### config.mk
export PLATFORM = sky130hd
export DESIGN_NAME = hill_cipher_mod26_block_flat
export DESIGN_NICKNAME = d
export VERILOG_FILES = /design/src/rtl/hcm_pkg.sv /design/src/rtl/hcm_if.sv /design/src/rtl/hcm_mac26.sv /design/src/rtl/hill_cipher_mod26_block.sv /design/src/flat_wrapper.sv
export SDC_FILE = /design/constraint.sdc
export NUM_CORES = 1
export LEC_CHECK = 0
export ABC_AREA = 1
export ABC_CLOCK_PERIOD_IN_PS = 15320
export BUFFER_PORTS_ARGS = -buffer_cell sky130_fd_sc_hd__buf_2
export CAP_MARGIN = 20
export CORE_UTILIZATION = 45
export DETAILED_ROUTE_END_ITERATION = 10
export GPL_TIMING_DRIVEN = 0
export PLACE_DENSITY = 0.59
export SYNTH_ARGS = -nofsm -noshare
export SYNTH_HDL_FRONTEND = slang
export SYNTH_SLANG_ARGS = --single-unit
### constraint.sdc
create_clock -name i_clk -period 15.32 [get_ports i_clk]
set_input_delay 1.532 -clock i_clk [delete_from_list [all_inputs] [get_ports i_clk]]
set_output_delay 1.532 -clock i_clk [all_outputs]
set_load 0.01 [all_outputs]
### src/rtl/hcm_pkg.sv
// Shared types, constants and mod-26 helper functions for the Hill cipher block.
package hcm_pkg;

    localparam int MOD_LETTERS = 26;
    localparam int UPPER_BASE  = 65;
    localparam int LOWER_BASE  = 97;

    // Offsets that make (byte - base) nonnegative before the reduction.
    localparam int LOWER_OFS = (LOWER_BASE / MOD_LETTERS + 1) * MOD_LETTERS - LOWER_BASE;
    localparam int UPPER_OFS = (UPPER_BASE / MOD_LETTERS + 1) * MOD_LETTERS - UPPER_BASE;

    localparam int KEY_W     = 45;
    localparam int CFG_IDX_W = 2;
    localparam int LET_W     = 5;

    // Configuration register indexes.
    localparam logic [CFG_IDX_W-1:0] REG_KEY   = 2'd0;
    localparam logic [CFG_IDX_W-1:0] REG_ORDER = 2'd1;
    localparam logic [CFG_IDX_W-1:0] REG_DEC   = 2'd2;

    // Operand codes for the adjugate sequence: key entries, one and zero.
    typedef logic [3:0] t_opnd;
    localparam t_opnd K00 = 4'd0;
    localparam t_opnd K01 = 4'd1;
    localparam t_opnd K02 = 4'd2;
    localparam t_opnd K10 = 4'd3;
    localparam t_opnd K11 = 4'd4;
    localparam t_opnd K12 = 4'd5;
    localparam t_opnd K20 = 4'd6;
    localparam t_opnd K21 = 4'd7;
    localparam t_opnd K22 = 4'd8;
    localparam t_opnd OPND_ONE  = 4'd9;
    localparam t_opnd OPND_ZERO = 4'd10;

    // One adjugate entry is a * b - c * d.
    typedef struct packed {
        t_opnd a;
        t_opnd b;
        t_opnd c;
        t_opnd d;
    } t_adj_ops;

    // Control of the shared multiply-accumulate unit.
    typedef struct packed {
        logic en;
        logic first;
    } t_mac_ctl;

    // Reduces a value below 1024 modulo 26 by folding: 32 is congruent to 6.
    function automatic logic [LET_W-1:0] fold26(input logic [9:0] v);
        logic [7:0] s1;
        logic [6:0] s2;
        logic [LET_W-1:0] res;
        s1 = 8'({v[9:5], 2'b00}) + 8'({v[9:5], 1'b0}) + 8'(v[4:0]);
        s2 = 7'({s1[7:5], 2'b00}) + 7'({s1[7:5], 1'b0}) + 7'(s1[4:0]);
        if (s2 >= 7'(2 * MOD_LETTERS)) begin
            res = 5'(s2 - 7'(2 * MOD_LETTERS));
        end else if (s2 >= 7'(MOD_LETTERS)) begin
            res = 5'(s2 - 7'(MOD_LETTERS));
        end else begin
            res = 5'(s2);
        end
        return res;
    endfunction

    // Key entries above 25 wrap once.
    function automatic logic [LET_W-1:0] key_red(input logic [LET_W-1:0] k);
        return (k >= 5'(MOD_LETTERS)) ? 5'(k - 5'(MOD_LETTERS)) : k;
    endfunction

    function automatic logic [LET_W-1:0] op_value(input t_opnd code,
                                                  input logic [KEY_W-1:0] key);
        logic [LET_W-1:0] res;
        case (code)
            OPND_ONE:  res = 5'd1;
            OPND_ZERO: res = 5'd0;
            default: begin
                res = (code <= K22) ? key_red(key[LET_W * int'(code) +: LET_W]) : 5'd0;
            end
        endcase
        return res;
    endfunction

    // Operands of adjugate entry e (row-major). The 3x3 entries are signed
    // cofactors written with cyclic indexes; the 2x2 form uses one and zero.
    function automatic t_adj_ops adj_ops(input logic n3, input logic [3:0] e);
        t_adj_ops ops;
        ops = '{a: OPND_ZERO, b: OPND_ZERO, c: OPND_ZERO, d: OPND_ZERO};
        if (n3) begin
            case (e)
                4'd0: ops = '{a: K11, b: K22, c: K12, d: K21};
                4'd1: ops = '{a: K21, b: K02, c: K22, d: K01};
                4'd2: ops = '{a: K01, b: K12, c: K02, d: K11};
                4'd3: ops = '{a: K12, b: K20, c: K10, d: K22};
                4'd4: ops = '{a: K22, b: K00, c: K20, d: K02};
                4'd5: ops = '{a: K02, b: K10, c: K00, d: K12};
                4'd6: ops = '{a: K10, b: K21, c: K11, d: K20};
                4'd7: ops = '{a: K20, b: K01, c: K21, d: K00};
                4'd8: ops = '{a: K00, b: K11, c: K01, d: K10};
                default: ops = '{a: OPND_ZERO, b: OPND_ZERO, c: OPND_ZERO, d: OPND_ZERO};
            endcase
        end else begin
            case (e)
                4'd0: ops = '{a: K11, b: OPND_ONE, c: OPND_ZERO, d: OPND_ZERO};
                4'd1: ops = '{a: OPND_ZERO, b: OPND_ZERO, c: K01, d: OPND_ONE};
                4'd3: ops = '{a: OPND_ZERO, b: OPND_ZERO, c: K10, d: OPND_ONE};
                4'd4: ops = '{a: K00, b: OPND_ONE, c: OPND_ZERO, d: OPND_ZERO};
                default: ops = '{a: OPND_ZERO, b: OPND_ZERO, c: OPND_ZERO, d: OPND_ZERO};
            endcase
        end
        return ops;
    endfunction

endpackage

### src/rtl/hcm_if.sv
// Valid/ready channel interfaces for characters, results and configuration writes.
interface hcm_in_if;
    logic       valid;
    logic       ready;
    logic [7:0] char_code;
    modport source (output valid, output char_code, input ready);
    modport sink   (input valid, input char_code, output ready);
endinterface

interface hcm_out_if;
    logic       valid;
    logic       ready;
    logic [7:0] out_char;
    logic       block_end;
    logic       key_singular;
    modport source (output valid, output out_char, output block_end,
                    output key_singular, input ready);
    modport sink   (input valid, input out_char, input block_end,
                    input key_singular, output ready);
endinterface

interface hcm_cfg_if;
    logic                           valid;
    logic                           ready;
    logic [hcm_pkg::CFG_IDX_W-1:0]  index;
    logic [hcm_pkg::KEY_W-1:0]      data;
    modport source (output valid, output index, output data, input ready);
    modport sink   (input valid, input index, input data, output ready);
endinterface

### src/rtl/hcm_mac26.sv
// Shared mod-26 multiply-accumulate unit with a registered accumulator.
module hcm_mac26 (
    input  logic                      i_clk,
    input  hcm_pkg::t_mac_ctl         i_ctl,
    input  logic [hcm_pkg::LET_W-1:0] i_x,
    input  logic [hcm_pkg::LET_W-1:0] i_y,
    output logic [hcm_pkg::LET_W-1:0] o_acc
);
    import hcm_pkg::*;

    logic [LET_W-1:0] r_acc;
    logic [9:0]       w_sum;

    // Product of two values below 32 plus a reduced accumulator stays below 1024.
    assign w_sum = ({5'b0, i_x} * {5'b0, i_y}) + (i_ctl.first ? 10'd0 : {5'b0, r_acc});

    always_ff @(posedge i_clk) begin
        if (i_ctl.en) begin
            r_acc <= fold26(w_sum);
        end
    end

    assign o_acc = r_acc;

endmodule

### src/rtl/hill_cipher_mod26_block.sv
// Hill cipher block over letters mod 26 with a 2x2 or 3x3 key.
//
//  Channel   Dir  Payload                                  Word accepted when
//  i_char    in   char_code[7:0]                           valid & ready
//  o_res     out  out_char[7:0], block_end, key_singular   valid & ready
//  i_cfg     in   index[1:0], data[44:0]                   valid & ready
//
// A character is taken while the sequencer is idle and no configuration
// write is offered. When a block of n characters is complete, each result
// row is accumulated on the shared multiply-accumulate unit and then loaded
// into the output register. The first decrypt block after a key or order
// write also builds the inverse key on the same unit: adjugate, determinant,
// inverse search and scaling, in that order. Reset is synchronous and active
// low; it clears the configuration to key zero, order 2, encrypt. A stalled
// output holds the sequencer in its load state while the input side stays
// closed.
module hill_cipher_mod26_block #(
    parameter int MAX_ORDER = 3
) (
    input  logic      i_clk,
    input  logic      i_rst_n,
    hcm_in_if.sink    i_char,
    hcm_out_if.source o_res,
    hcm_cfg_if.sink   i_cfg
);
    import hcm_pkg::*;

    localparam int FILL_W = $clog2(MAX_ORDER);

    localparam logic [2:0] S_IDLE  = 3'd0;
    localparam logic [2:0] S_ADJ   = 3'd1;
    localparam logic [2:0] S_DET   = 3'd2;
    localparam logic [2:0] S_DLAT  = 3'd3;
    localparam logic [2:0] S_SRCH  = 3'd4;
    localparam logic [2:0] S_SCALE = 3'd5;
    localparam logic [2:0] S_ROW   = 3'd6;
    localparam logic [2:0] S_OUT   = 3'd7;

    // Configuration.
    logic [KEY_W-1:0] r_key;
    logic [1:0]       r_order;
    logic             r_dec;

    // Letter buffer and derived decryption state.
    logic [LET_W-1:0]  r_buf [MAX_ORDER];
    logic [FILL_W-1:0] r_fill;
    logic [LET_W-1:0]  r_inv [9];
    logic [LET_W-1:0]  r_det;
    logic [LET_W-1:0]  r_det_inv;
    logic              r_inv_ready;
    logic              r_singular;

    // Sequencer.
    logic [2:0]       r_state;
    logic [3:0]       r_idx;
    logic [1:0]       r_phase;
    logic [LET_W-1:0] r_step;
    logic [1:0]       r_row;
    logic [1:0]       r_col;

    // Output register.
    logic       r_out_valid;
    logic [7:0] r_out_char;
    logic       r_out_end;
    logic       r_out_sing;

    logic             w_n3;
    logic [1:0]       w_last;
    logic             w_in_acc;
    logic             w_cfg_acc;
    logic             w_out_free;
    logic [LET_W-1:0] w_letter;
    logic [3:0]       w_mat_idx;
    logic [3:0]       w_det_idx;
    logic [3:0]       w_rd_idx;
    logic [LET_W-1:0] w_inv_rd;
    t_adj_ops         w_ops;
    t_mac_ctl         w_mac_ctl;
    logic [LET_W-1:0] w_mac_x;
    logic [LET_W-1:0] w_mac_y;
    logic [LET_W-1:0] w_acc;
    logic [7:0]       w_base_out;

    assign w_n3   = (r_order == 2'd3) && (MAX_ORDER >= 3);
    assign w_last = w_n3 ? 2'd2 : 2'd1;

    // A configuration write takes precedence over a character in the same cycle,
    // so the character always sees the new settings.
    assign i_char.ready = (r_state == S_IDLE) && !i_cfg.valid;
    assign i_cfg.ready  = (r_state == S_IDLE);
    assign w_in_acc     = i_char.valid && i_char.ready;
    assign w_cfg_acc    = i_cfg.valid && i_cfg.ready;
    assign w_out_free   = !r_out_valid || o_res.ready;

    // Letter value of the incoming byte, relative to the case that is read.
    assign w_letter = fold26({2'b00, i_char.char_code}
                             + (r_dec ? 10'(UPPER_OFS) : 10'(LOWER_OFS)));

    // Row-major position of the current matrix element and of column zero
    // of the adjugate row used for the determinant.
    assign w_mat_idx = ({2'b00, r_row} << 1) + {2'b00, r_row} + {2'b00, r_col};
    assign w_det_idx = ({2'b00, r_col} << 1) + {2'b00, r_col};

    // The inverse key store has a single read address.
    always_comb begin
        case (r_state)
            S_DET:   w_rd_idx = w_det_idx;
            S_ROW:   w_rd_idx = w_mat_idx;
            default: w_rd_idx = r_idx;
        endcase
    end
    assign w_inv_rd = r_inv[w_rd_idx];

    assign w_ops      = adj_ops(w_n3, r_idx);
    assign w_base_out = r_dec ? 8'(LOWER_BASE) : 8'(UPPER_BASE);

    // Operand selection for the shared unit.
    always_comb begin
        w_mac_ctl = '{en: 1'b0, first: 1'b0};
        w_mac_x   = '0;
        w_mac_y   = '0;
        case (r_state)
            S_ADJ: begin
                if (r_phase == 2'd0) begin
                    w_mac_ctl = '{en: 1'b1, first: 1'b1};
                    w_mac_x   = op_value(w_ops.a, r_key);
                    w_mac_y   = op_value(w_ops.b, r_key);
                end else if (r_phase == 2'd1) begin
                    // Subtracting c*d is adding c*(26-d).
                    w_mac_ctl = '{en: 1'b1, first: 1'b0};
                    w_mac_x   = op_value(w_ops.c, r_key);
                    w_mac_y   = 5'(MOD_LETTERS) - op_value(w_ops.d, r_key);
                end
            end
            S_DET: begin
                w_mac_ctl = '{en: 1'b1, first: (r_col == 2'd0)};
                w_mac_x   = op_value(t_opnd'(r_col), r_key);
                w_mac_y   = w_inv_rd;
            end
            S_SRCH: begin
                w_mac_ctl = '{en: (r_phase == 2'd0), first: 1'b1};
                w_mac_x   = r_det;
                w_mac_y   = r_step;
            end
            S_SCALE: begin
                w_mac_ctl = '{en: (r_phase == 2'd0), first: 1'b1};
                w_mac_x   = w_inv_rd;
                w_mac_y   = r_det_inv;
            end
            S_ROW: begin
                w_mac_ctl = '{en: 1'b1, first: (r_col == 2'd0)};
                w_mac_x   = r_dec ? w_inv_rd : op_value(t_opnd'(w_mat_idx), r_key);
                w_mac_y   = r_buf[r_col[FILL_W-1:0]];
            end
            default: begin
                w_mac_ctl = '{en: 1'b0, first: 1'b0};
            end
        endcase
    end

    hcm_mac26 u_mac (
        .i_clk (i_clk),
        .i_ctl (w_mac_ctl),
        .i_x   (w_mac_x),
        .i_y   (w_mac_y),
        .o_acc (w_acc)
    );

    // Inverse key store and output payload carry no reset.
    always_ff @(posedge i_clk) begin
        if (r_state == S_ADJ && r_phase == 2'd2) begin
            r_inv[r_idx] <= w_acc;
        end else if (r_state == S_SCALE && r_phase == 2'd1) begin
            r_inv[r_idx] <= w_acc;
        end
        if (r_state == S_DLAT) begin
            r_det <= w_acc;
        end
        if (r_state == S_OUT && w_out_free) begin
            r_out_char <= w_base_out + {3'b000, w_acc};
            r_out_end  <= (r_row == w_last);
            r_out_sing <= r_dec && r_singular;
        end
    end

    always_ff @(posedge i_clk) begin
        if (!i_rst_n) begin
            r_key       <= '0;
            r_order     <= 2'd2;
            r_dec       <= 1'b0;
            r_fill      <= '0;
            r_det_inv   <= '0;
            r_inv_ready <= 1'b0;
            r_singular  <= 1'b0;
            r_state     <= S_IDLE;
            r_idx       <= '0;
            r_phase     <= '0;
            r_step      <= '0;
            r_row       <= '0;
            r_col       <= '0;
            r_out_valid <= 1'b0;
            for (int i = 0; i < MAX_ORDER; i++) begin
                r_buf[i] <= '0;
            end
        end else begin
            // A new word is loaded when the register is free; otherwise a taken
            // word empties it.
            if (r_state == S_OUT && w_out_free) begin
                r_out_valid <= 1'b1;
            end else if (o_res.ready) begin
                r_out_valid <= 1'b0;
            end

            case (r_state)
                S_IDLE: begin
                    if (w_in_acc) begin
                        r_buf[r_fill] <= w_letter;
                        if (2'(r_fill) == w_last) begin
                            r_fill  <= '0;
                            r_idx   <= '0;
                            r_phase <= '0;
                            r_row   <= '0;
                            r_col   <= '0;
                            r_state <= (r_dec && !r_inv_ready) ? S_ADJ : S_ROW;
                        end else begin
                            r_fill <= r_fill + 1'b1;
                        end
                    end
                end
                S_ADJ: begin
                    if (r_phase == 2'd2) begin
                        r_phase <= '0;
                        if (r_idx == 4'd8) begin
                            r_col   <= '0;
                            r_state <= S_DET;
                        end else begin
                            r_idx <= r_idx + 4'd1;
                        end
                    end else begin
                        r_phase <= r_phase + 2'd1;
                    end
                end
                S_DET: begin
                    // Expansion along the first key row.
                    if (r_col == 2'd2) begin
                        r_state <= S_DLAT;
                    end else begin
                        r_col <= r_col + 2'd1;
                    end
                end
                S_DLAT: begin
                    r_step  <= 5'd1;
                    r_phase <= '0;
                    r_state <= S_SRCH;
                end
                S_SRCH: begin
                    if (r_phase == 2'd0) begin
                        r_phase <= 2'd1;
                    end else begin
                        r_phase <= '0;
                        if (w_acc == 5'd1) begin
                            r_det_inv  <= r_step;
                            r_singular <= 1'b0;
                            r_idx      <= '0;
                            r_state    <= S_SCALE;
                        end else if (r_step == 5'(MOD_LETTERS - 1)) begin
                            // No inverse exists: scale by minus one.
                            r_det_inv  <= 5'(MOD_LETTERS - 1);
                            r_singular <= 1'b1;
                            r_idx      <= '0;
                            r_state    <= S_SCALE;
                        end else begin
                            r_step <= r_step + 5'd1;
                        end
                    end
                end
                S_SCALE: begin
                    if (r_phase == 2'd0) begin
                        r_phase <= 2'd1;
                    end else begin
                        r_phase <= '0;
                        if (r_idx == 4'd8) begin
                            r_inv_ready <= 1'b1;
                            r_row       <= '0;
                            r_col       <= '0;
                            r_state     <= S_ROW;
                        end else begin
                            r_idx <= r_idx + 4'd1;
                        end
                    end
                end
                S_ROW: begin
                    if (r_col == w_last) begin
                        r_state <= S_OUT;
                    end else begin
                        r_col <= r_col + 2'd1;
                    end
                end
                S_OUT: begin
                    if (w_out_free) begin
                        if (r_row == w_last) begin
                            r_state <= S_IDLE;
                        end else begin
                            r_row   <= r_row + 2'd1;
                            r_col   <= '0;
                            r_state <= S_ROW;
                        end
                    end
                end
                default: begin
                    r_state <= S_IDLE;
                end
            endcase

            // Configuration writes land only while idle.
            if (w_cfg_acc) begin
                case (i_cfg.index)
                    REG_KEY: begin
                        r_key       <= i_cfg.data;
                        r_inv_ready <= 1'b0;
                    end
                    REG_ORDER: begin
                        r_order     <= i_cfg.data[1:0];
                        r_inv_ready <= 1'b0;
                        r_fill      <= '0;
                    end
                    REG_DEC: begin
                        r_dec <= i_cfg.data[0];
                    end
                    default: begin
                        r_dec <= r_dec;
                    end
                endcase
            end
        end
    end

    assign o_res.valid        = r_out_valid;
    assign o_res.out_char     = r_out_char;
    assign o_res.block_end    = r_out_end;
    assign o_res.key_singular = r_out_sing;

    // The partial block never reaches the block size of the current order.
    a_fill_below_order: assert property (@(posedge i_clk) disable iff (!i_rst_n)
        2'(r_fill) <= w_last)
        else $error("letter fill count reached the block size");

    // A decrypt row is only computed once the inverse key is built.
    a_dec_needs_inverse: assert property (@(posedge i_clk) disable iff (!i_rst_n)
        (r_state == S_ROW && r_dec) |-> r_inv_ready)
        else $error("decrypt row started with a stale inverse key");

    // A nonsingular inverse key really holds the determinant inverse.
    a_det_inverse_ok: assert property (@(posedge i_clk) disable iff (!i_rst_n)
        (r_inv_ready && !r_singular) |-> (fold26(10'(r_det) * 10'(r_det_inv)) == 5'd1))
        else $error("determinant inverse does not invert the determinant");

    // The inverse search only leaves with the singular flag when no step hit one.
    a_search_exit: assert property (@(posedge i_clk) disable iff (!i_rst_n)
        (r_state == S_SRCH && r_phase == 2'd1 && w_acc != 5'd1
         && r_step != 5'(MOD_LETTERS - 1)) |=> (r_state == S_SRCH))
        else $error("inverse search ended early");

endmodule
### src/flat_wrapper.sv
// flat-port wrapper written by rule: the top's interface ports become plain ports
module hill_cipher_mod26_block_flat import hcm_pkg::*;
#(
    parameter int MAX_ORDER = 3
)
  (i_clk, i_rst_n, i_char_valid, i_char_char_code, i_char_ready, o_res_valid, o_res_out_char, o_res_block_end, o_res_key_singular, o_res_ready, i_cfg_valid, i_cfg_index, i_cfg_data, i_cfg_ready);
  hcm_in_if i_char_i ();
  hcm_out_if o_res_i ();
  hcm_cfg_if i_cfg_i ();
  input  logic i_clk;
  input  logic i_rst_n;
  input wire logic [$bits(i_char_i.valid)-1:0] i_char_valid;
  input wire logic [$bits(i_char_i.char_code)-1:0] i_char_char_code;
  output wire logic [$bits(i_char_i.ready)-1:0] i_char_ready;
  output wire logic [$bits(o_res_i.valid)-1:0] o_res_valid;
  output wire logic [$bits(o_res_i.out_char)-1:0] o_res_out_char;
  output wire logic [$bits(o_res_i.block_end)-1:0] o_res_block_end;
  output wire logic [$bits(o_res_i.key_singular)-1:0] o_res_key_singular;
  input wire logic [$bits(o_res_i.ready)-1:0] o_res_ready;
  input wire logic [$bits(i_cfg_i.valid)-1:0] i_cfg_valid;
  input wire logic [$bits(i_cfg_i.index)-1:0] i_cfg_index;
  input wire logic [$bits(i_cfg_i.data)-1:0] i_cfg_data;
  output wire logic [$bits(i_cfg_i.ready)-1:0] i_cfg_ready;
  assign i_char_i.valid = i_char_valid;
  assign i_char_i.char_code = i_char_char_code;
  assign i_char_ready = i_char_i.ready;
  assign o_res_valid = o_res_i.valid;
  assign o_res_out_char = o_res_i.out_char;
  assign o_res_block_end = o_res_i.block_end;
  assign o_res_key_singular = o_res_i.key_singular;
  assign o_res_i.ready = o_res_ready;
  assign i_cfg_i.valid = i_cfg_valid;
  assign i_cfg_i.index = i_cfg_index;
  assign i_cfg_i.data = i_cfg_data;
  assign i_cfg_ready = i_cfg_i.ready;
  hill_cipher_mod26_block #(.MAX_ORDER(MAX_ORDER)) u_core (.i_clk(i_clk), .i_rst_n(i_rst_n), .i_char(i_char_i), .o_res(o_res_i), .i_cfg(i_cfg_i));
endmodule
==> reports/qor.csv <==
metric,value,unit
outcome,"finished, final reports clean",
ys_seq_elements,179,
clkSlewWorstSetupHoldPaths,0.08,ns
drc_errors,0,
r2r_start,u_core.r_col[1],
seqPwrFrac,29.8,%
worstReg2RegEnd,u_core.u_mac.o_acc[4],
chipHeight,175.3,um
layout-drive-gt1-share,9.960,%
comb_power_share,49.8,%
cts_root_buffer,clkbuf_16,
gp_congestion,0.9887,
slew_headroom,21.25,%
place_inst,2336,
grt_pass1_wl,70440,um
power.leakage,0.006918,uW
r2r_cells,45,
finish.utilization,50.72,%
diodes,0,
clkLatencyLatePin,0.46,ns
num_rows,63,
critical-path-slowest-cell,a221oi_2,
whs_path_depth,2,
grt_overflow,0,
port_buffers,72,
wl_per_cell,19.04,um
power.density,149.7,nW/um2
tightest_slew,1.169,ns
totalWireLength,45090,um
synth-edff-count,85,
finalNonFillerCells,2368,
intPower,1215,uW
grt_max_degree,17,
worstPathArrival,11.67,ns
rrSetupSlack,3.86,ns
synthDistinctLibCells,65,
whs_endpoint,u_core.r_order[1],
cts_buffers,17,
vias,13210,
critPathTopFamily,adder cells,
tns,0,ns
nets,2138,
postRouteAntennaNets,0,
via_per_inst,5.579,
highest_layer,met5,
path_buf_inv,8,
initial_core_util,45.71,%
startpoint_type,flop,
netlist_area,13510,um2
async_reset_ff_share,0,%
route.met2.wl,19900,um
power_switching,1030,uW
setup_viol,0,
synthCells,1873,
critPathCaptureType,flop,
cp_data_required_time,15.54,ns
io_pins,73,
timing.final.crit_share,74.79,%
switching_share,45.89,%
slew_violations,0,
synth_area_per_cell,7.215,um2
max_stage_delay,0.71,ns
clock-sinks,179,
synth_warnings,0,
seq_area_frac_synth,32.81,%
ir_worst_vdd,334.9,uV
cts_buffer_depth,2,
hold_class,reg2reg,
min-delay-start,u_core.r_order[1],
gr-usage-all-layers,30.10,%
die_area,30730,um2
die_width,175.3,um
pwr-share-clk,20.5,%
synthToLayoutAreaGrowth,10.94,%
cts_setup_buffers,0,
wl_met1,19840,um
skew,0.01268,ns
hold_viol,0,
path_class,reg2reg,
wl_met3,3411,um
grt_pass1_vias,12550,
syn-num-nets,2046,
cts_resized,0,
cts_htree_levels,4,
antenna_found_initial,1,
tritoncts,yes,
holdBufCountCts,0,
max_cap_viol_count,0,
drt_iter0_drc,1251,
grt_setup_unrepaired,false,
dr.pass1.iters,7,
cp_max_fo,10,
core_area,29560,um2
synth_top_flop_cell,dfxtp_1,
fmax,0.08728,GHz
period_minus_slack,11.46,ns
hpwl,35610,um
## synth_stat cells, types with 7 or more instances
library cell / n / area share [%]
inv_1: 264 / 7.3
o22ai_1: 9 / 0.42
o2111ai_1: 7 / 0.45
xor2_1: 21 / 1.4
nor2_1: 156 / 4.3
a21oi_1: 143 / 5.3
o21ai_1: 35 / 1.3
nand4_1: 8 / 0.37
inv_2: 15 / 0.42
buf_2: 18 / 0.67
dfxtp_1: 94 / 14
o221ai_1: 12 / 0.78
nor3_1: 17 / 0.63
ha_1: 83 / 7.7
nor2_2: 13 / 0.60
nand3_1: 132 / 4.9
clkbuf_1: 33 / 0.92
fa_1: 30 / 4.4
nand2_2: 13 / 0.60
o211ai_1: 17 / 0.94
o21ai_0: 161 / 6.0
nand2_1: 398 / 11
nand3b_1: 7 / 0.39
edfxtp_1: 85 / 19
clkinv_1: 7 / 0.19
## cells in the final DEF (no fill, tap or decap), types with 5 or more instances in the layout
master | Yosys | routed
nor2_4 | 6 | 6
o211ai_1 | 17 | 17
dfxtp_1 | 94 | 94
xnor2_1 | 5 | 5
fa_1 | 30 | 30
clkinv_1 | 7 | 7
o221ai_1 | 12 | 12
buf_2 | 18 | 90
xor2_1 | 21 | 21
o2111ai_1 | 7 | 7
inv_2 | 15 | 15
o22ai_1 | 9 | 9
nand3b_1 | 7 | 7
nand2_2 | 13 | 13
nor2_2 | 13 | 13
nand4_1 | 8 | 8
edfxtp_1 | 85 | 85
clkbuf_16 | 0 | 19
nor3_1 | 17 | 17
o21ai_0 | 161 | 161
nor2_1 | 156 | 156
clkbuf_1 | 33 | 33
inv_1 | 264 | 264
nand2_1 | 398 | 398
o21ai_2 | 6 | 6
ha_1 | 83 | 83
o21ai_1 | 35 | 35
a22oi_1 | 5 | 5
buf_6 | 5 | 6
a21oi_1 | 143 | 143
a31oi_1 | 5 | 5
nand3_1 | 132 | 132
## metal layers
metal	vias up	global-route usage [%]
met2	530	47.06
met5	-	0
met4	2	14.28
met1	6162	39.65
li1	6401	-
met3	117	6.407
## worst max-delay path by stage
stage                                  endpoint            start  cells past startpoint  slack, ns
after floorplan           u_core.u_mac.o_acc[4]  u_core.r_col[1]                     50       5.19
after global placement    u_core.u_mac.o_acc[4]  u_core.r_col[1]                     45       3.99
after detailed placement  u_core.u_mac.o_acc[4]  u_core.r_col[1]                     45       3.89
after CTS                 u_core.u_mac.o_acc[4]  u_core.r_col[1]                     45       3.89
after global routing      u_core.u_mac.o_acc[4]  u_core.r_col[1]                     49       2.79
final                     u_core.u_mac.o_acc[4]  u_core.r_col[1]                     45       3.86
## power groups by stage
stage                     registers (uW)  logic, uW  clock network, uW
final                                668       1120                460
after global routing                 673       1280                483
after CTS                            666       1110                465
after detailed placement             676       1100                  0
after global placement               676       1090                  0
after floorplan                      640        817                  0
## cells by family (layout without fill, tap and decap cells)
| group | count (synthesis) | count (layout) | share of synthesized area [%] |
|---|---|---|---|
| AO/OA/AOI/OAI | 439 | 439 | 18.72 |
| XOR/XNOR | 26 | 26 | 1.685 |
| adder cells (fa/ha/maj) | 113 | 113 | 12.13 |
| buffers and inverters | 347 | 452 | 10.17 |
| flip-flops | 179 | 179 | 32.81 |
| AND/OR/NAND/NOR | 769 | 769 | 24.48 |
## through the flow
stage / hold slack, ns / cell area, um2 / total power (uW) / worst slack [ns]
floorplan: 0.4287 / 13510 / 1456 / 5.189
global placement: 0.4415 / 14360 / 1763 / 3.987
detailed placement: 0.4498 / 14370 / 1778 / 3.891
CTS: 0.4701 / 14990 / 2241 / 3.894
global route: 0.4918 / 14990 / 2433 / 2.786
finish: 0.4669 / 14990 / 2245 / 3.862
## worst reg2reg max path, delay by kind of cell (launching register included)
family          cells  cell delay (ns)
compound gates     10             2.53
xor+xnor            3             0.58
flops               1             0.61
buf+inv             8             0.89
fa+ha+maj          13             5.39
simple gates       11             1.22
## area by class of cell
| class | instances | area, um2 |
|---|---|---|
| buffer | 59 | 289.0 |
| clock buffer | 22 | 516.7 |
| clock inverter | 10 | 102.6 |
| fill | 3017 | 14570 |
| inverter | 288 | 1085 |
| multi-input combinational | 1347 | 7705 |
| sequential | 179 | 4434 |
| tap | 390 | 488.0 |
| timing repair buffer | 73 | 371.6 |
(Power assumes the default switching activity.)
